<file path="src/design/mahs_pkg.sv">
// Shared widths, register indexes and reset values of the moving-average lamp switch.
package mahs_pkg;

	localparam int SAMPLE_W  = 12;
	localparam int SUM_W     = 16;
	localparam int STEP_W    = $clog2(SUM_W);
	localparam int CFG_IDX_W = 2;

	localparam logic [CFG_IDX_W-1:0] REG_DARK  = 2'd0;
	localparam logic [CFG_IDX_W-1:0] REG_LIGHT = 2'd1;

	localparam logic [SAMPLE_W-1:0] DARK_RESET  = 12'd1200;
	localparam logic [SAMPLE_W-1:0] LIGHT_RESET = 12'd1600;

	typedef enum logic [3:0] {
		ST_IDLE = 4'b0001,
		ST_READ = 4'b0010,
		ST_DIV  = 4'b0100,
		ST_DONE = 4'b1000
	} state_t;

endpackage

</file>
<file path="src/design/moving_average_hysteresis_switch_core.sv">
// Moving-average light switch with a hysteresis lamp flag, built around a sample RAM.
// Each transaction passes through the ST_READ state, the 16-step radix-2 divider in ST_DIV
// and ST_DONE, where its result is registered at the output.
// The input stalls while an item is in work; an item that finds the previous result
// still waiting at the output holds in its last state until that result is taken.
// Reset clears control state, sets the thresholds to 1200 and 1600 and turns the lamp off.
// The sample RAM is not cleared; the fill count hides entries that were never written.
module moving_average_hysteresis_switch_core #(
	parameter int WINDOW = 10
) (
	input  logic                                 clk,
	input  logic                                 arst_n,
	input  logic                                 cfg_we,
	input  logic [mahs_pkg::CFG_IDX_W-1:0]       cfg_index,
	input  logic [mahs_pkg::SAMPLE_W-1:0]        cfg_data,
	input  logic                                 in_valid,
	output logic                                 in_stall,
	input  logic [mahs_pkg::SAMPLE_W-1:0]        sample,
	output logic                                 out_valid,
	input  logic                                 out_stall,
	output logic [mahs_pkg::SAMPLE_W-1:0]        average,
	output logic                                 lamp_on,
	output logic                                 lamp_changed
);

	localparam int SLOT_W = (WINDOW > 1) ? $clog2(WINDOW) : 1;
	localparam int CNT_W  = $clog2(WINDOW + 1);
	localparam int SW     = mahs_pkg::SAMPLE_W;
	localparam int SUMW   = mahs_pkg::SUM_W;

	mahs_pkg::state_t state_q;

	logic [SW-1:0]                   dark_q;
	logic [SW-1:0]                   light_q;
	logic [SW-1:0]                   sample_q;
	logic [SLOT_W-1:0]               slot_q;
	logic [CNT_W-1:0]                fill_q;
	logic [SUMW-1:0]                 sum_q;
	logic [SUMW-1:0]                 quot_q;
	logic [CNT_W-1:0]                rem_q;
	logic [CNT_W-1:0]                den_q;
	logic [mahs_pkg::STEP_W-1:0]     step_q;
	logic                            lamp_q;
	logic                            out_valid_q;
	logic [SW-1:0]                   average_q;
	logic                            lamp_changed_q;

	logic [SW-1:0]                   ram_rdata;
	logic                            ram_we;
	logic                            full;
	logic [SW-1:0]                   old_sample;
	logic [SUMW-1:0]                 sum_new;
	logic [CNT_W-1:0]                count_new;
	logic [CNT_W:0]                  trial;
	logic                            trial_ge;
	logic [SW-1:0]                   avg;
	logic                            lamp_next;
	logic                            out_free;

	mahs_ram #(
		.WIDTH (SW),
		.DEPTH (WINDOW)
	) u_ring (
		.clk   (clk),
		.we    (ram_we),
		.waddr (slot_q),
		.wdata (sample_q),
		.raddr (slot_q),
		.rdata (ram_rdata)
	);

	assign in_stall  = (state_q != mahs_pkg::ST_IDLE);
	assign ram_we    = (state_q == mahs_pkg::ST_READ);
	assign full      = (fill_q == CNT_W'(WINDOW));
	assign old_sample = full ? ram_rdata : '0;
	assign sum_new   = sum_q - SUMW'(old_sample) + SUMW'(sample_q);
	assign count_new = full ? fill_q : fill_q + 1'b1;

	assign trial    = {rem_q, quot_q[SUMW-1]};
	assign trial_ge = (trial >= {1'b0, den_q});

	assign avg       = quot_q[SW-1:0];
	assign lamp_next = lamp_q ? !(avg > light_q) : (avg < dark_q);
	assign out_free  = !out_valid_q || !out_stall;

	assign out_valid    = out_valid_q;
	assign average      = average_q;
	assign lamp_on      = lamp_q;
	assign lamp_changed = lamp_changed_q;

	always_ff @(posedge clk or negedge arst_n) begin
		if (!arst_n) begin
			dark_q  <= mahs_pkg::DARK_RESET;
			light_q <= mahs_pkg::LIGHT_RESET;
		end else if (cfg_we) begin
			if (cfg_index == mahs_pkg::REG_DARK) begin
				dark_q <= cfg_data;
			end else if (cfg_index == mahs_pkg::REG_LIGHT) begin
				light_q <= cfg_data;
			end
		end
	end

	always_ff @(posedge clk or negedge arst_n) begin
		if (!arst_n) begin
			state_q     <= mahs_pkg::ST_IDLE;
			slot_q      <= '0;
			fill_q      <= '0;
			sum_q       <= '0;
			step_q      <= '0;
			lamp_q      <= 1'b0;
			out_valid_q <= 1'b0;
		end else begin
			if (out_valid_q && !out_stall && state_q != mahs_pkg::ST_DONE) begin
				out_valid_q <= 1'b0;
			end
			unique case (state_q)
				mahs_pkg::ST_IDLE: begin
					if (in_valid) begin
						state_q <= mahs_pkg::ST_READ;
					end
				end
				mahs_pkg::ST_READ: begin
					sum_q  <= sum_new;
					fill_q <= count_new;
					slot_q <= (slot_q == SLOT_W'(WINDOW - 1)) ? '0 : slot_q + 1'b1;
					step_q <= '0;
					state_q <= mahs_pkg::ST_DIV;
				end
				mahs_pkg::ST_DIV: begin
					step_q <= step_q + 1'b1;
					if (step_q == mahs_pkg::STEP_W'(SUMW - 1)) begin
						state_q <= mahs_pkg::ST_DONE;
					end
				end
				mahs_pkg::ST_DONE: begin
					if (out_free) begin
						lamp_q      <= lamp_next;
						out_valid_q <= 1'b1;
						state_q     <= mahs_pkg::ST_IDLE;
					end
				end
				default: begin
					state_q <= mahs_pkg::ST_IDLE;
				end
			endcase
		end
	end

	always_ff @(posedge clk) begin
		if (state_q == mahs_pkg::ST_IDLE && in_valid) begin
			sample_q <= sample;
		end
		if (state_q == mahs_pkg::ST_READ) begin
			quot_q <= sum_new;
			rem_q  <= '0;
			den_q  <= count_new;
		end
		if (state_q == mahs_pkg::ST_DIV) begin
			rem_q  <= trial_ge ? CNT_W'(trial - {1'b0, den_q}) : CNT_W'(trial);
			quot_q <= {quot_q[SUMW-2:0], trial_ge};
		end
		if (state_q == mahs_pkg::ST_DONE && out_free) begin
			average_q      <= avg;
			lamp_changed_q <= (lamp_next != lamp_q);
		end
	end

	a_fill_bound: assert property (@(posedge clk) disable iff (!arst_n)
		fill_q <= CNT_W'(WINDOW))
		else $error("fill count exceeds the window");

	a_slot_bound: assert property (@(posedge clk) disable iff (!arst_n)
		32'(slot_q) < WINDOW)
		else $error("write slot outside the window");

	a_den_nonzero: assert property (@(posedge clk) disable iff (!arst_n)
		state_q == mahs_pkg::ST_DIV |-> den_q != '0)
		else $error("divider runs with a zero count");

	a_quot_fits: assert property (@(posedge clk) disable iff (!arst_n)
		state_q == mahs_pkg::ST_DONE |-> quot_q[SUMW-1:SW] == '0)
		else $error("mean does not fit the sample width");

endmodule

</file>
<file path="src/design/mahs_ram.sv">
// Generic single-write, single-read synchronous RAM with registered read data.
module mahs_ram #(
	parameter int WIDTH = 12,
	parameter int DEPTH = 10
) (
	input  logic                                   clk,
	input  logic                                   we,
	input  logic [(DEPTH > 1 ? $clog2(DEPTH) : 1)-1:0] waddr,
	input  logic [WIDTH-1:0]                       wdata,
	input  logic [(DEPTH > 1 ? $clog2(DEPTH) : 1)-1:0] raddr,
	output logic [WIDTH-1:0]                       rdata
);

	logic [WIDTH-1:0] mem_q [DEPTH];

	always_ff @(posedge clk) begin
		if (we) begin
			mem_q[waddr] <= wdata;
		end
		rdata <= mem_q[raddr];
	end

endmodule

</file>
<file path="config.mk">
export PLATFORM = sky130hd
export DESIGN_NAME = moving_average_hysteresis_switch_core
export DESIGN_NICKNAME = d
export VERILOG_FILES = /design/src/design/mahs_pkg.sv /design/src/design/moving_average_hysteresis_switch_core.sv /design/src/design/mahs_ram.sv
export SDC_FILE = /design/constraint.sdc
export NUM_CORES = 1
export LEC_CHECK = 0
export BUFFER_PORTS_ARGS = -buffer_cell sky130_fd_sc_hd__buf_4
export CAP_MARGIN = 20
export CORE_UTILIZATION = 55
export DETAILED_ROUTE_END_ITERATION = 6
export HOLD_SLACK_MARGIN = 0.15
export PLACE_DENSITY = 0.84
export SYNTH_ARGS = -nofsm -noshare
export SYNTH_HDL_FRONTEND = slang
export SYNTH_SLANG_ARGS = --single-unit
</file>
<file path="constraint.sdc">
create_clock -name clk -period 3.4 [get_ports clk]
set_input_delay 0.68 -clock clk [delete_from_list [all_inputs] [get_ports clk]]
set_output_delay 0.68 -clock clk [all_outputs]
set_load 0.01 [all_outputs]
</file>
==> key figures <==
Setup path
  • Crit-path cells: inv_2, ha_4, nand2_2, nor2_4, buf_6, and2_4, fa_1, inv_2, ha_4, a211oi_2, o211ai_1, a21bo_2, a21oi_2, xor2_1, o21ai_1
  • CP Launch Type: register
  • WP data required: 3.68 ns
  • Slowest CP cell: fa_1
  • CP arrival: 3.66 ns
  • Worst Path Max Fanout: 6
  • Slowest stage delay, CP: 0.42 ns
  • Crit path kind: register to register
  • Type of destination of the critical path: register

Pwr
  • Switch share: 0.335
  • VDD IR max: 0.000523 V
  • Clock power frac: 0.247
  • Switch Pwr: 3580 µW
  • Register share of total power: 0.406
  • LEAKAGE: 0.00491 µW
  • Internal power: 7100 µW
  • Pwr Density: 853 mW/mm²
  • Comb power frac: 0.347

Floorplan
  • Die ar.: 0.0202 mm²
  • Num ports: 47
  • Core Rows: 50
  • Die Ht: 142 µm
  • Starting Density: 0.570
  • Horiz. Die Dim: 142 µm
  • Core Area: 0.0190 mm²

Global route
  • First-pass GRT wire length: 32300 µm
  • Largest net degree at the start of global routing: 59
  • GRT overflow: 0
  • Gr usage total: 0.205
  • Vias in the first global route: 6554
  • Initial antenna violation count: 0

Drt
  • Routed WL: 20100 µm
  • DR WL/cell: 17.5 µm
  • First-pass detailed-route iteration total: 5
  • DRC: 0
  • Post-route ant nets: 0
  • DR iter-0 viols: 372
  • Vias/cell: 5.51
  • Via count: 6332

STA
  • Relative slew margins: 0.388
  • Period utilization: 0.995
  • Fin crit period: 3.38 ns
  • Slew Viols, Final: 0
  • Setup TNS Final: 0 ns
  • Worst Tran Pin Value: 0.918 ns
  • Final Setup Violations: 0
  • Layout Skew: 0.0162 ns
  • Hold Fails Final Rpt: 0
  • Fmax: 0.296 GHz

Placed design
  • DP HPWL: 13900 µm
  • RePlAce Congestion: 0.835
  • DP Cell Count: 1102
  • PortBufs: 46

Yosys
  • Avg Cell Area, Syn: 13.5 µm²
  • Synth Instances: 798
  • Sequential fraction of the synthesis area: 0.627
  • Asr flop ratio synth: 0.243
  • #FFs+latches synth: 239
  • Cell variety after synth: 51
  • Top FF cell, synth: edfxtp_1
  • Yosys warns: 0
  • Syn nets: 888
  • Post-synth EDFFs: 169
  • Cell Area, Synth: 0.0108 mm²

Final layout
  • Area Growth Syn to Fin: 15.7%
  • Final core utilization: 0.660
  • Final nets: 961
  • Antenna Cells: 0
  • Share of layout cells above drive strength 1: 0.214
  • Filler cells: 1320
  • Post-route insts no fill: 1149

Min path
  • Min-delay worst type: primary input to async pin

CTS
  • Total CTS buffers: 24
  • Worst skew pair latency: 0.53 ns
  • Hold Buf Count CTS: 0
  • Clk slew on worst S/H paths: 0.06 ns
  • Clock Tree Buf Depth: 3
  • Root buf cell: clkbuf_16
  • Clk sinks: 239
  • Htree depth: 1
  • CTS tree: done

Run status
  • Status: finished clean

Job
  • Max-cap viol count: 0
==> cells in the mapped netlist (15+ instances only) <==
| master | instances | area share |
|---|---|---|
| edfxtp_1 | 169 | 0.47 |
| inv_1 | 83 | 0.029 |
| nand2_1 | 63 | 0.022 |
| o21ai_0 | 56 | 0.026 |
| dfrtp_1 | 50 | 0.12 |
| ha_1 | 46 | 0.053 |
| a21oi_1 | 35 | 0.016 |
| nor2_1 | 28 | 0.0097 |
| mux4_2 | 24 | 0.050 |
| nor2b_1 | 23 | 0.013 |
| a211oi_1 | 19 | 0.013 |
| clkbuf_1 | 19 | 0.0066 |
| xnor2_1 | 15 | 0.012 |
==> stage by stage <==
stage                     instance area, µm²  hold slack, ns  worst slack [ns]  total power [µW]
after global placement                 11600           0.464             0.168              7620
after detailed placement               11600           0.475            0.0441              7800
after floorplan                        10800           0.384             0.119              6850
final                                  12500           0.234            0.0161             10700
after global routing                   12500           0.295           -0.0976             11300
after CTS                              12400           0.251            0.0366             10500
==> power by group through the flow <==
stage / sequential [µW] / combinational [µW] / clock [µW]
2_1_floorplan: 4070 / 2780 / 0
3_3_place_gp: 4360 / 3260 / 0
3_5_place_dp: 4380 / 3410 / 0
4_1_cts: 4330 / 3460 / 2680
5_1_grt: 4410 / 4120 / 2770
6_report: 4330 / 3700 / 2640
==> area by class of cell <==
cell class | count | area (µm²) | area share
clock buffers | 32 | 671 | 0.0536
clock inverters | 12 | 136 | 0.0109
inverters | 84 | 315 | 0.0252
multi-input cells | 448 | 3720 | 0.298
flip-flops and latches | 239 | 6780 | 0.542
well taps | 260 | 325 | 0.0260
repair buffers | 74 | 557 | 0.0445
==> cell usage in the layout, fill, tap and decap left out, drive strengths merged, types with 12 or more instances in the layout <==
cell / n
ha: 46
nor2: 28
mux2i: 13
inv: 84
fa: 13
dfrtp: 50
edfxtp: 169
o21ai: 57
nand2: 63
mux2: 14
nor2b: 23
and2: 14
dfxtp: 12
mux4: 24
buf: 74
xnor2: 15
a21oi: 35
a21o: 12
clkbuf: 32
a211oi: 19
==> critical path: cells and delay by family (launching register included) <==
kind	cells	cell delay, ns
AOI/OAI and AO/OA	5	1.09
xor gates and xnor gates	1	0.20
adders and majority gates	3	0.76
buffers and inverters	3	0.32
DFF	1	0.39
and+or+nand+nor	3	0.35
==> logic make-up after synthesis <==
| logic type | after synthesis | share of synthesized area |
|---|---|---|
| DFF | 239 | 0.627 |
| and+or+nand+nor | 168 | 0.0763 |
| AOI/OAI and AO/OA | 146 | 0.0831 |
| buffers and inverters | 111 | 0.0399 |
| adders and majority gates | 59 | 0.0774 |
| muxes | 51 | 0.0767 |
| xor gates and xnor gates | 24 | 0.0195 |
==> metal layers <==
layer	part of all wire	vias up	GRT usage
met5	0	-	0
met4	0.027	0	0.0673
met3	0.043	42	0.0303
met2	0.51	170	0.367
met1	0.42	3109	0.256
li1	-	3011	-
==> timing repair <==
| action | in CTS | in global routing |
|---|---|---|
| resized for setup | 1 | 29 |
| cloned | 0 | 1 |
| pin swaps | 0 | 13 |
| buffers inserted | 0 | 2 |
| endpoints found under the setup margin | 1 | 14 |
==> worst paths after layout <==
check / cells past startpoint / to / from / slack [ns]
setup / recovery: 15 / quot_q[11] / fill_q[0] / 0.02
hold / removal: 1 / sum_q[5] / arst_n / 0.23
setup reg to reg: 15 / quot_q[11] / fill_q[0] / 0.02
hold reg to reg: 2 / sum_q[5] / sum_q[5] / 0.48
max in group asynchronous: 1 / slot_q[0] / arst_n / 2.64
min in group clk: 1 / sample_q[7] / sample[7] / 0.32
==> state kept, by name (all words and copies together) (netlist names) <==
| register | flops |
|---|---|
| average | 12 |
| dark_q | 12 |
| den_q | 4 |
| fill_q | 4 |
| lamp_changed | 1 |
| lamp_on | 1 |
| light_q | 12 |
| out_valid | 1 |
| quot_q | 16 |
| rem_q | 4 |
| sample_q | 12 |
| slot_q | 4 |
| state_q | 4 |
| step_q | 4 |
| sum_q | 16 |
| u_ring.mem_q | 120 |
| u_ring.rdata | 12 |
Note: power is estimated with default switching activity, not from simulation.
